[src/hw/rtl/ftbg_pkg.sv]
// Shared types, operation codes and constant tables of the fragment blend core.
package ftbg_pkg;

   // Number of register stages from the request capture to the response register.
   localparam int NUM_STAGES = 7;

   // Operation codes carried on the func field.
   localparam logic [1:0] FUNC_SPRITE  = 2'd0;
   localparam logic [1:0] FUNC_LINE    = 2'd1;
   localparam logic [1:0] FUNC_GOURAUD = 2'd2;

   // Bit position of the semi-transparency flag inside a texel.
   localparam int STP_POS = 15;

   // Channel ceiling, modulation rounding term and the fixed-point one.
   localparam logic [4:0]  CH_MAX   = 5'd31;
   localparam logic [12:0] ROUND_K  = 13'd52;
   localparam logic [8:0]  FRAC_ONE = 9'd256;

   // Gouraud corner colors, one row per channel (r, g, b), columns TL, TR, BL, BR.
   localparam logic [7:0] CORNER [3][4] = '{
      '{8'h00, 8'h08, 8'h08, 8'h00},
      '{8'h10, 8'h00, 8'h00, 8'h10},
      '{8'h7b, 8'h4a, 8'h52, 8'h5a}
   };

   // Sprite and line operands of one fragment.
   typedef struct packed {
      logic [1:0]  func;
      logic [15:0] tex;
      logic [7:0]  mod_r;
      logic [7:0]  mod_g;
      logic [7:0]  mod_b;
      logic        semi;
      logic [14:0] dest;
   } frag_type;

   // Control that travels beside the divider and interpolator stages.
   typedef struct packed {
      logic        is_gour;
      logic        g_draw;
      logic        fx_zero;
      logic        fy_zero;
      logic [14:0] sl_pix;
      logic        sl_we;
   } side_type;

endpackage

[src/hw/rtl/fragment_texture_blend_gouraud_core.sv]
// Top level of the fragment texture, blend and gouraud pipeline.
// This core takes one fragment beat per clock while req_stall is low and returns exactly
// one response beat for each, in order. The pipeline has seven register stages: request
// capture, three stages of the position dividers (three quotient bits each), two
// interpolation stages and the response register. Every stage has its own valid bit and
// loads whenever it is empty or its successor loads, so bubbles close up and a new
// fragment is accepted while a finished response waits; req_stall rises only when all
// seven stages hold work and rsp_stall is high. Sprite texels are modulated and
// optionally averaged with the destination, line pixels are a half blend with the fill
// color, and gouraud pixels interpolate four fixed corner colors; a transparent texel,
// a position outside the quad or an unused operation code gives a beat with
// write_enable low and a zero pixel.
module fragment_texture_blend_gouraud_core (
   input  logic        clock,
   input  logic        reset,
   input  logic        req_valid,
   output logic        req_stall,
   input  logic [1:0]  req_func,
   input  logic [15:0] req_texel_color,
   input  logic [7:0]  req_mod_r,
   input  logic [7:0]  req_mod_g,
   input  logic [7:0]  req_mod_b,
   input  logic        req_semi_enable,
   input  logic [14:0] req_dest_pixel,
   input  logic [8:0]  req_pos_x,
   input  logic [8:0]  req_pos_y,
   input  logic [8:0]  req_quad_w,
   input  logic [8:0]  req_quad_h,
   output logic        rsp_valid,
   input  logic        rsp_stall,
   output logic [14:0] rsp_pixel_out,
   output logic        rsp_write_enable
);
   import ftbg_pkg::*;

   logic [NUM_STAGES-1:0] valid_ff;
   logic [NUM_STAGES-1:0] stage_load;

   frag_type   frag_in;
   frag_type   frag_ff;
   logic [8:0] px_ff;
   logic [8:0] py_ff;
   logic [8:0] qw_ff;
   logic [8:0] qh_ff;

   side_type   side_in [5];
   side_type   side_ff [5];

   logic [8:0]  den_x;
   logic [8:0]  den_y;
   logic [8:0]  quo_x;
   logic [8:0]  quo_y;
   logic [8:0]  fx;
   logic [8:0]  fy;
   logic [14:0] sl_pix;
   logic        sl_we;
   logic [14:0] g_pix;

   logic [14:0] pixel_in;
   logic        we_in;
   logic [14:0] pixel_ff;
   logic        we_ff;

   // A stage loads when it is empty or the stage after it loads.
   always_comb begin
      stage_load[NUM_STAGES-1] = !valid_ff[NUM_STAGES-1] || !rsp_stall;
      for (int k = NUM_STAGES - 2; k >= 0; k--) begin
         stage_load[k] = !valid_ff[k] || stage_load[k+1];
      end
   end

   assign req_stall = !stage_load[0];

   // Valid bits move with their stage.
   always_ff @(posedge clock) begin
      if (reset) begin
         valid_ff <= '0;
      end else begin
         if (stage_load[0]) begin
            valid_ff[0] <= req_valid;
         end
         for (int k = 1; k < NUM_STAGES; k++) begin
            if (stage_load[k]) begin
               valid_ff[k] <= valid_ff[k-1];
            end
         end
      end
   end

   // Request capture.
   always_comb begin
      frag_in.func  = req_func;
      frag_in.tex   = req_texel_color;
      frag_in.mod_r = req_mod_r;
      frag_in.mod_g = req_mod_g;
      frag_in.mod_b = req_mod_b;
      frag_in.semi  = req_semi_enable;
      frag_in.dest  = req_dest_pixel;
   end

   always_ff @(posedge clock) begin
      if (stage_load[0]) begin
         frag_ff <= frag_in;
         px_ff   <= req_pos_x;
         py_ff   <= req_pos_y;
         qw_ff   <= req_quad_w;
         qh_ff   <= req_quad_h;
      end
   end

   // Gouraud position ratios; a quad of width or height one forces the ratio to zero.
   assign den_x = qw_ff - 9'd1;
   assign den_y = qh_ff - 9'd1;

   ftbg_div_pipe u_div_x (
      .clock      (clock),
      .stage_load (stage_load[3:1]),
      .num        (px_ff),
      .den        (den_x),
      .quo        (quo_x)
   );

   ftbg_div_pipe u_div_y (
      .clock      (clock),
      .stage_load (stage_load[3:1]),
      .num        (py_ff),
      .den        (den_y),
      .quo        (quo_y)
   );

   ftbg_sprite_line u_sprite_line (
      .clock      (clock),
      .stage_load (stage_load[2:1]),
      .frag       (frag_ff),
      .pix        (sl_pix),
      .we         (sl_we)
   );

   assign fx = side_ff[2].fx_zero ? 9'd0 : quo_x;
   assign fy = side_ff[2].fy_zero ? 9'd0 : quo_y;

   ftbg_gouraud u_gouraud (
      .clock      (clock),
      .stage_load (stage_load[5:4]),
      .fx         (fx),
      .fy         (fy),
      .pix        (g_pix)
   );

   // Side control: built from the capture stage, joined by the sprite and line result.
   always_comb begin
      side_in[0].is_gour = (frag_ff.func == FUNC_GOURAUD);
      side_in[0].g_draw  = (px_ff < qw_ff) && (py_ff < qh_ff);
      side_in[0].fx_zero = (qw_ff <= 9'd1);
      side_in[0].fy_zero = (qh_ff <= 9'd1);
      side_in[0].sl_pix  = '0;
      side_in[0].sl_we   = 1'b0;
      side_in[1]         = side_ff[0];
      side_in[2]         = side_ff[1];
      side_in[2].sl_pix  = sl_pix;
      side_in[2].sl_we   = sl_we;
      side_in[3]         = side_ff[2];
      side_in[4]         = side_ff[3];
   end

   always_ff @(posedge clock) begin
      for (int k = 0; k < 5; k++) begin
         if (stage_load[k+1]) begin
            side_ff[k] <= side_in[k];
         end
      end
   end

   // Response register: the gouraud result or the sprite and line result.
   always_comb begin
      if (side_ff[4].is_gour) begin
         pixel_in = side_ff[4].g_draw ? g_pix : 15'd0;
         we_in    = side_ff[4].g_draw;
      end else begin
         pixel_in = side_ff[4].sl_pix;
         we_in    = side_ff[4].sl_we;
      end
   end

   always_ff @(posedge clock) begin
      if (stage_load[NUM_STAGES-1]) begin
         pixel_ff <= pixel_in;
         we_ff    <= we_in;
      end
   end

   assign rsp_valid        = valid_ff[NUM_STAGES-1];
   assign rsp_pixel_out    = pixel_ff;
   assign rsp_write_enable = we_ff;

   // A beat without a write carries a zero pixel.
   a_no_write_zero: assert property (@(posedge clock) disable iff (reset)
      rsp_valid && !rsp_write_enable |-> rsp_pixel_out == 15'd0)
      else $error("response without write carries a nonzero pixel");

   // While the response side takes beats, the request side is never held off.
   a_flow_through: assert property (@(posedge clock) disable iff (reset)
      !rsp_stall |-> !req_stall)
      else $error("request stalled while the response side is free");

   // An empty pipeline never stalls the request side.
   a_empty_accepts: assert property (@(posedge clock) disable iff (reset)
      valid_ff == '0 |-> !req_stall)
      else $error("empty pipeline stalls the request side");

   // A beat held in the last interpolation stage is not lost while the output blocks.
   a_hold_stage: assert property (@(posedge clock) disable iff (reset)
      valid_ff[NUM_STAGES-2] && !stage_load[NUM_STAGES-1] |=> valid_ff[NUM_STAGES-2])
      else $error("held beat dropped from the pipeline");

endmodule

[src/hw/rtl/ftbg_div_pipe.sv]
// Three-stage restoring divider that gives floor(num * 256 / den) for num <= den.
module ftbg_div_pipe (
   input  logic       clock,
   input  logic [2:0] stage_load,
   input  logic [8:0] num,
   input  logic [8:0] den,
   output logic [8:0] quo
);
   import ftbg_pkg::*;

   localparam int STEPS_PER_STAGE = 3;

   typedef struct packed {
      logic [8:0] rem;
      logic [8:0] quo;
   } div_state_type;

   // Three quotient bits; the first step shifts in lead, the rest shift in zero.
   function automatic div_state_type div_group(input div_state_type s, input logic lead,
                                              input logic [8:0] d);
      div_state_type r;
      logic [9:0]    trial;
      logic          inbit;
      r = s;
      for (int j = 0; j < STEPS_PER_STAGE; j++) begin
         inbit = (j == 0) ? lead : 1'b0;
         trial = {r.rem, inbit};
         if (trial >= {1'b0, d}) begin
            trial = trial - {1'b0, d};
            r.quo = {r.quo[7:0], 1'b1};
         end else begin
            r.quo = {r.quo[7:0], 1'b0};
         end
         r.rem = trial[8:0];
      end
      return r;
   endfunction

   div_state_type st_in [3];
   div_state_type st_ff [3];
   div_state_type init;
   logic [8:0]    den_ff [2];

   // The upper bits of num start as the remainder, which stays below den.
   always_comb begin
      init.rem = {1'b0, num[8:1]};
      init.quo = '0;
      st_in[0] = div_group(init, num[0], den);
      st_in[1] = div_group(st_ff[0], 1'b0, den_ff[0]);
      st_in[2] = div_group(st_ff[1], 1'b0, den_ff[1]);
   end

   // Stage registers; the divisor travels with its partial remainder.
   always_ff @(posedge clock) begin
      if (stage_load[0]) begin
         st_ff[0]  <= st_in[0];
         den_ff[0] <= den;
      end
      if (stage_load[1]) begin
         st_ff[1]  <= st_in[1];
         den_ff[1] <= den_ff[0];
      end
      if (stage_load[2]) begin
         st_ff[2] <= st_in[2];
      end
   end

   assign quo = st_ff[2].quo;

endmodule

[src/hw/rtl/ftbg_sprite_line.sv]
// Two-stage texel modulation, semi-transparent blend and line blend path.
module ftbg_sprite_line (
   input  logic               clock,
   input  logic [1:0]         stage_load,
   input  ftbg_pkg::frag_type frag,
   output logic [14:0]        pix,
   output logic               we
);
   import ftbg_pkg::*;

   // Modulated channel: min(31, (t5 * m + 52) >> 7).
   function automatic logic [4:0] modulate(input logic [4:0] t5, input logic [7:0] m);
      logic [12:0] prod;
      logic [5:0]  v;
      prod = {5'b0, m} * {8'b0, t5};
      prod = prod + ROUND_K;
      v = prod[12:7];
      return (v > {1'b0, CH_MAX}) ? CH_MAX : v[4:0];
   endfunction

   // Half blend of the replicated destination with an 8-bit color.
   // The sum never passes 510, so the channel stays within 31.
   function automatic logic [4:0] blend(input logic [4:0] d5, input logic [7:0] f8);
      logic [8:0] sum;
      sum = {1'b0, d5, d5[4:2]} + {1'b0, f8};
      return sum[8:4];
   endfunction

   logic [7:0]  mods [3];
   logic [4:0]  m_in [3];
   logic [4:0]  m_ff [3];
   logic [4:0]  line_in [3];
   logic [4:0]  line_ff [3];
   logic [1:0]  func_ff;
   logic        tex_zero_ff;
   logic        blend_en_ff;
   logic [14:0] dest_ff;
   logic [14:0] pix_in;
   logic        we_in;
   logic [14:0] pix_ff;
   logic        we_ff;
   logic [14:0] semi_pix;
   logic [14:0] mod_pix;
   logic [14:0] line_pix;

   // First stage: per-channel modulation products and the line blend.
   always_comb begin
      mods[0] = frag.mod_r;
      mods[1] = frag.mod_g;
      mods[2] = frag.mod_b;
      for (int c = 0; c < 3; c++) begin
         m_in[c]    = modulate(frag.tex[5*c +: 5], mods[c]);
         line_in[c] = blend(frag.dest[5*c +: 5], mods[c]);
      end
   end

   always_ff @(posedge clock) begin
      if (stage_load[0]) begin
         m_ff        <= m_in;
         line_ff     <= line_in;
         func_ff     <= frag.func;
         tex_zero_ff <= (frag.tex == '0);
         blend_en_ff <= frag.semi && frag.tex[STP_POS];
         dest_ff     <= frag.dest;
      end
   end

   // Second stage: optional semi-transparent blend and the choice of operation.
   always_comb begin
      for (int c = 0; c < 3; c++) begin
         semi_pix[5*c +: 5] = blend(dest_ff[5*c +: 5], {m_ff[c], 3'b000});
         mod_pix[5*c +: 5]  = m_ff[c];
         line_pix[5*c +: 5] = line_ff[c];
      end
      pix_in = '0;
      we_in  = 1'b0;
      unique case (func_ff)
         FUNC_SPRITE: begin
            if (!tex_zero_ff) begin
               pix_in = blend_en_ff ? semi_pix : mod_pix;
               we_in  = 1'b1;
            end
         end
         FUNC_LINE: begin
            pix_in = line_pix;
            we_in  = 1'b1;
         end
         default: begin
            pix_in = '0;
            we_in  = 1'b0;
         end
      endcase
   end

   always_ff @(posedge clock) begin
      if (stage_load[1]) begin
         pix_ff <= pix_in;
         we_ff  <= we_in;
      end
   end

   assign pix = pix_ff;
   assign we  = we_ff;

endmodule

[src/hw/rtl/ftbg_gouraud.sv]
// Two-stage bilinear interpolation of the fixed corner colors.
module ftbg_gouraud (
   input  logic        clock,
   input  logic [1:0]  stage_load,
   input  logic [8:0]  fx,
   input  logic [8:0]  fy,
   output logic [14:0] pix
);
   import ftbg_pkg::*;

   // Linear mix a * (256 - f) + b * f; for f up to 256 the result never exceeds 65280.
   function automatic logic [15:0] lerp(input logic [7:0] a, input logic [7:0] b,
                                        input logic [8:0] f);
      logic [8:0]  wf;
      logic [16:0] sum;
      wf  = FRAC_ONE - f;
      sum = {9'b0, a} * {8'b0, wf} + {9'b0, b} * {8'b0, f};
      return sum[15:0];
   endfunction

   logic [15:0]        top_in [3];
   logic [15:0]        bot_in [3];
   logic [15:0]        top_ff [3];
   logic [15:0]        bot_ff [3];
   logic [8:0]         fy_ff;
   logic [15:0]        top2_ff [3];
   logic signed [16:0] diff [3];
   logic signed [26:0] prod_in [3];
   logic signed [26:0] prod_ff [3];
   logic signed [27:0] acc [3];

   // Horizontal mix of the top and bottom corner pairs.
   always_comb begin
      for (int c = 0; c < 3; c++) begin
         top_in[c] = lerp(CORNER[c][0], CORNER[c][1], fx);
         bot_in[c] = lerp(CORNER[c][2], CORNER[c][3], fx);
      end
   end

   always_ff @(posedge clock) begin
      if (stage_load[0]) begin
         top_ff <= top_in;
         bot_ff <= bot_in;
         fy_ff  <= fy;
      end
   end

   // Vertical mix as top * 256 + (bottom - top) * fy; the product is registered.
   always_comb begin
      for (int c = 0; c < 3; c++) begin
         diff[c]    = $signed({1'b0, bot_ff[c]}) - $signed({1'b0, top_ff[c]});
         prod_in[c] = diff[c] * $signed({1'b0, fy_ff});
      end
   end

   always_ff @(posedge clock) begin
      if (stage_load[1]) begin
         top2_ff <= top_ff;
         prod_ff <= prod_in;
      end
   end

   // The sum is the exact nonnegative 24-bit value; bits 23:19 give the 5-bit channel.
   always_comb begin
      for (int c = 0; c < 3; c++) begin
         acc[c] = $signed({4'b0, top2_ff[c], 8'b0}) + prod_ff[c];
         pix[5*c +: 5] = acc[c][23:19];
      end
   end

endmodule

[config.mk]
export PLATFORM = sky130hd
export DESIGN_NAME = fragment_texture_blend_gouraud_core
export DESIGN_NICKNAME = d
export VERILOG_FILES = /design/src/hw/rtl/ftbg_pkg.sv /design/src/hw/rtl/fragment_texture_blend_gouraud_core.sv /design/src/hw/rtl/ftbg_div_pipe.sv /design/src/hw/rtl/ftbg_sprite_line.sv /design/src/hw/rtl/ftbg_gouraud.sv
export SDC_FILE = /design/constraint.sdc
export NUM_CORES = 2
export LEC_CHECK = 0
export BUFFER_PORTS_ARGS = -buffer_cell sky130_fd_sc_hd__buf_2
export CORE_ASPECT_RATIO = 0.75
export CORE_MARGIN = 3
export CORE_UTILIZATION = 55
export DETAILED_ROUTE_END_ITERATION = 16
export PLACE_DENSITY = 0.74
export SLEW_MARGIN = 20
export SYNTH_ARGS = -nofsm -noshare
export SYNTH_HDL_FRONTEND = slang
export SYNTH_SLANG_ARGS = --single-unit
[constraint.sdc]
create_clock -name clock -period 8.9 [get_ports clock]
set_input_delay 0.89 -clock clock [delete_from_list [all_inputs] [get_ports clock]]
set_output_delay 0.89 -clock clock [all_outputs]
set_load 0.1 [all_outputs]
== Word-level counts from Yosys, hierarchy flattened ==
Memories as Yosys holds them, arrays and structs flattened. A register that Yosys moved wholly into a read port is not among the register bits.
Cells that the tools add are included.

* Flip-flop bits (word level): 337
* Latch bits: 0
* Memory bits (writable): 244
* Memory bits (read-only): 0
* Memories: 5

{| class="wikitable"
|+ Memories
! name !! words !! bits a word !! rd ports !! clocked after memory_dff !! write ports !! line !! source
|-
| side_ff || 5 || 20 || 5 || 0 || 5 || fragment_texture_blend_gouraud_core.sv:47 || <nowiki>side_type side_ff [5];</nowiki>
|-
| u_div_x.st_ff || 3 || 18 || 3 || 0 || 3 || ftbg_div_pipe.sv:40 || <nowiki>div_state_type st_ff [3];</nowiki>
|-
| u_div_y.st_ff || 3 || 18 || 3 || 1 || 3 || ftbg_div_pipe.sv:40 ||
|-
| u_div_x.den_ff || 2 || 9 || 2 || 0 || 2 || ftbg_div_pipe.sv:42 || <nowiki>logic [8:0] den_ff [2];</nowiki>
|-
| u_div_y.den_ff || 2 || 9 || 2 || 0 || 2 || ftbg_div_pipe.sv:42 ||
|}

* $add $sub $neg: 38
* Multiply operators: 10
* Div/mod/pow operators: 0
* Order comparisons: 25
* Equality and inequality tests: 2
* Shifts and indexed selects: 0
* Multiplexer cells: 55
* Bitwise gates (word level): 0
* Reductions and logical operators: 20

{| class="wikitable"
|+ Operators with widths
! cell !! count
|-
| $mux W9 || 19
|-
| $sub A9 B9 Y9 || 18
|-
| $ge A10 B9 Y1 || 16
|-
| $mux W15 || 4
|-
| $add A8 B8 Y9 || 6
|-
| $mul A6 B9 Y15 const A || 3
|-
| $add A13 B6 Y13 const B || 3
|-
| $mul A8 B5 Y13 || 3
|-
| $add A16 B16 Y16 || 2
|-
| $mux W1 || 30
|-
| $pmux W15 S2 || 1
|-
| $add A21 B23 Y24 || 1
|-
| $add A22 B24 Y24 || 1
|-
| $add A24 B24 Y24 || 1
|-
| $mul A14 B10 Y24 || 1
|-
| $mul A17 B10 Y24 || 1
|-
| $mul A13 B10 Y23 || 1
|-
| $ge A9 B9 Y1 || 2
|-
| $gt A6 B5 Y1 const B || 3
|-
| $le A9 B1 Y1 const B || 2
|-
| $lt A9 B9 Y1 || 2
|-
| $sub A9 B1 Y9 const B || 2
|-
| $sub A16 B16 Y17 || 1
|-
| $logic_not A16 Y1 || 1
|-
| 11 further kinds || 26
|}

== Longest topological paths before layout ==
* Depth after elaboration: 9
* Gate-level depth with buffers: 39
* Gate-level depth less buffers: 34

== Hierarchy ==
Synthesis repeated with hierarchy kept, for this count alone.

* Cell total of the unflattened synthesis: 4458
* Area, all modules: 46470.8 um2

{| class="wikitable"
|+ Modules (own cells, without submodules)
! module !! times used !! cells each !! area each (um2) !! sequential area each (um2)
|-
| ftbg_gouraud || 1 || 2219 || 21702.1 || 3753.6
|-
| ftbg_sprite_line || 1 || 710 || 7060.5 || 1951.9
|-
| fragment_texture_blend_gouraud_core || 1 || 372 || 6540.0 || 5365.1
|-
| ftbg_div_pipe (u_div_x) || 1 || 579 || 5602.9 || 1621.6
|-
| ftbg_div_pipe (u_div_y) || 1 || 578 || 5565.3 || 1621.6
|}

== Worst setup path after synthesis ==
OpenSTA, ideal clock, no wires.

* Path kind: reg-to-reg
* Start: register qh_ff[0]
* End: memory u_div_y.st_ff[0][10] in the netlist's numbering (data pin)
* Library setup time: 269 ps
* Data arrival time: 7277 ps
* Required time: 8631 ps
* Slack: 1354 ps
* Stages on the path, launching flop included: 37
* Path buffers: 5
* Cell sequence: edfxtp_1 > clkbuf_1 > inv_1 > ha_1 > and3_1 > xnor2_1 > inv_1 > ha_1 > nand2_1 > nor3_1 > a2111oi_1 > nor3_1 > o21ai_1 > a31o_2 > buf_2 > mux2_2 > ha_1 > nand4_1 > nor2_1 > o21ai_0 > nand2_1 > a21oi_1 > and3b_1 > nand2_1 > clkbuf_1 > mux2_2 > ha_1 > a21o_1 > a21oi_1 > nand3_1 > a21o_1 > maj3_1 > a41o_1 > buf_2 > buf_2 > nand3b_1 > o21ai_0

{| class="wikitable"
|+ RTL lines
! what !! line !! source
|-
| start: declaration || fragment_texture_blend_gouraud_core.sv:44 || <nowiki>logic [8:0] qh_ff;</nowiki>
|-
| start signal: assignment || fragment_texture_blend_gouraud_core.sv:107 || <nowiki>qh_ff <= req_quad_h;</nowiki>
|-
| end: declaration || ftbg_div_pipe.sv:40 ||
|}

==> flow_metrics.env <==
export IMPL_synth_seq_cells=477
export IMPL_synth_top_area_share_pct=31.4
export IMPL_die_w_um=336
export IMPL_cpLargestDelayFamily="adder cells"
export IMPL_worstPathArrival_ps=8490
export IMPL_antenna_left=0
export IMPL_yosys_area_top_type="edfxtp_1"
export IMPL_wl_per_cell_um=17.3
export IMPL_maxSlewViolCount=0
export IMPL_grt_ovfl_total=0
export IMPL_worst_pin_slew_ps=1040
export IMPL_io_pins=116
export IMPL_cts_buffers=50
export IMPL_dieArea_um2=85400
export IMPL_synth_edf_count=470
export IMPL_grt_pass1_wl_um=158000
export IMPL_setup_viol=0
export IMPL_clockBufferDepth=3
export IMPL_portBuffers=115
export IMPL_nets=5484
export IMPL_post_route_cells_drive_above_1_share_pct=6.94
export IMPL_clk_pin_slew_ps=60
export IMPL_crit_fanout=9
export IMPL_drt_iter0_drc=2288
export IMPL_clock_sinks=477
export IMPL_cp_required_ps=9250
export IMPL_hold_viol=0
export IMPL_cp_end_kind="flip-flop"
export IMPL_path_class="reg2reg"
export IMPL_clk_insertion_delay_late_ps=640
export IMPL_synth_area_um2=45000
export IMPL_avgSynthCellArea_um2=10.5
export IMPL_synthesis_nets=5357
export IMPL_fin_crit_sh_pct=91.5
export IMPL_synth_area_leaders="edfxtp_1, fa_1, ha_1"
export IMPL_cts_htree_levels=2
export IMPL_cts_root_buf="clkbuf_16"
export IMPL_yosys_warnings=0
export IMPL_wirelength_um=95600
export IMPL_grt_max_degree=71
export IMPL_core_um2=80700
export IMPL_ys_async_sr_fraction_pct=0
export IMPL_grt_pass1_vias=30700
export IMPL_fin_setup_tns_ps=0
export IMPL_worst_hold_path_type="reg2reg"
export IMPL_maxCapViolCount=0
export IMPL_areaGrowthSynthToFinish_pct=8.04
export IMPL_rsz0062_at_grt="false"
export IMPL_fmax_mhz=123
export IMPL_ys_types=85
export IMPL_grt_usage_pct=23.0
export IMPL_drtPass1Iterations=5
export IMPL_dpl_hpwl_um=74200
export IMPL_status="completed"
export IMPL_vias=30200
export IMPL_skew_ps=80.7
export IMPL_vias_per_cell=5.46
export IMPL_start_util_pct=55.8
export IMPL_synthFlopType="edfxtp_1"
export IMPL_antenna_found_initial=1
export IMPL_place_gp_congestion=0.893
export IMPL_cts_tree="yes"
export IMPL_yosysSeqAreaShare_pct=31.7
export IMPL_cpPeakStageDelay_ps=550
export IMPL_rows=90
export IMPL_hold_buffers=0
export IMPL_slew_limit_headroom_pct=29.9
export IMPL_crit_path_top_delay_cell="fa_1"
export IMPL_syn_inst=4304
export IMPL_worst_path_buf_inv=3
export IMPL_fp_dieH_um=254
export IMPL_min_period_ps=8140
export IMPL_route_detailed_drc=0
export IMPL_setup_worst_path_start_class="flip-flop"
==> per-layer routing <==
metal / vias to the layer above / GRT usage (%) / share of wire (%)
met5: - / 0 / 0
met4: 0 / 4.33 / 1.5
met3: 119 / 3.42 / 5.8
met2: 702 / 36.3 / 45
met1: 14700 / 34.1 / 48
li1: 14600 / - / -
==> cells in the final DEF (no fill, tap or decap), types with 9 or more instances in the layout <==
master,count
o21ai_0,127
nor2_1,169
a21o_1,125
inv_1,733
a21boi_0,10
and2_1,210
a31oi_1,13
nor3_1,51
fa_1,386
nor4_1,10
edfxtp_1,470
nand2b_1,47
buf_2,115
ha_1,569
nand3b_1,9
clkbuf_16,50
o21bai_1,59
o22ai_1,14
and4_1,10
o21a_1,40
mux2_2,35
mux2i_1,19
and3_1,15
nand4_1,19
buf_4,43
nor2b_1,73
xnor2_1,220
xor2_1,73
nand3_1,27
nand2_1,322
a31o_2,12
a21oi_1,213
o211ai_1,11
o31ai_1,9
==> cells by family (layout without fill, tap and decap cells) <==
family | after synthesis | count (layout) | share of synthesized area [%]
other | 1 | 2 | 0.00833
buffers and inverters | 819 | 980 | 6.88
AOI/OAI and AO/OA | 691 | 691 | 9.91
adders and majority gates | 968 | 968 | 33.3
xor gates and xnor gates | 296 | 296 | 5.85
DFF | 477 | 477 | 31.7
and+or+nand+nor | 995 | 995 | 11.0
muxes | 57 | 57 | 1.37
==> synth_stat cells (all sizes together) (11+ instances only) <==
cell and instances:
a21o 126, a21oi 214, a31o 14, a31oi 13
and2 212, and3 15, clkbuf 73, edfxtp 470
fa 386, ha 569, inv 736, maj3 13
mux2 38, mux2i 19, nand2 325, nand2b 47
nand3 28, nand4 19, nor2 170, nor2b 74
nor3 51, nor4 11, o211ai 11, o21a 40
o21ai 130, o21bai 59, o22ai 14, xnor2 220
xor2 73
==> stage by stage <==
step	util (%)	hold WS, ps	worst slack [ps]	cell area, um2	cells
floorplan	-	400	1350	45000	4304
global placement	58.1	401	838	46900	5435
detailed placement	58.1	405	589	46900	5435
CTS	60.2	378	578	48600	5521
global route	60.2	387	8.06	48600	5523
finish	60.2	388	758	48600	5524
==> final timing paths <==
| kind | to | start | cells past startpoint | slack (ps) |
|---|---|---|---|---|
| setup reg to reg | u_gouraud.prod_ff[23] | u_gouraud.bot_ff[2] | 30 | 760 |
| setup / recovery | u_gouraud.prod_ff[23] | u_gouraud.bot_ff[2] | 30 | 760 |
| hold reg to reg | side_ff[0][98] | side_ff[0][78] | 0 | 390 |
| hold / removal | side_ff[0][98] | side_ff[0][78] | 0 | 390 |
==> flip-flops by register name, indices dropped and copies added (netlist names), 18 cells and up <==
name and cells:
side_ff 64, frag_ff 58, u_gouraud.prod_ff 40, u_div_x.st_ff 36, u_div_y.st_ff 36, u_gouraud.top2_ff 31, u_gouraud.top_ff 29, u_div_x.den_ff 18
u_div_y.den_ff 18
==> repair_timing <==
action                                 CTS  global route
setup endpoints to repair                0            11
resized for setup                        0             3
setup buffers                            0             2
endpoints found under the hold margin    0             0
==> cell type report <==
class                   instances  area, um2
fillers                      6587      32100
multi-input cells            3008      27700
flip-flops and latches        477      14300
inverters                     736       2770
well taps                    1058       1320
clock buffers                  58       1280
repair buffers                158        898
clock inverters                28        392
diodes                          1       2.50
Power is not shown: default switching activity piles up to over one toggle a cycle in this logic, so the estimate is an artifact.
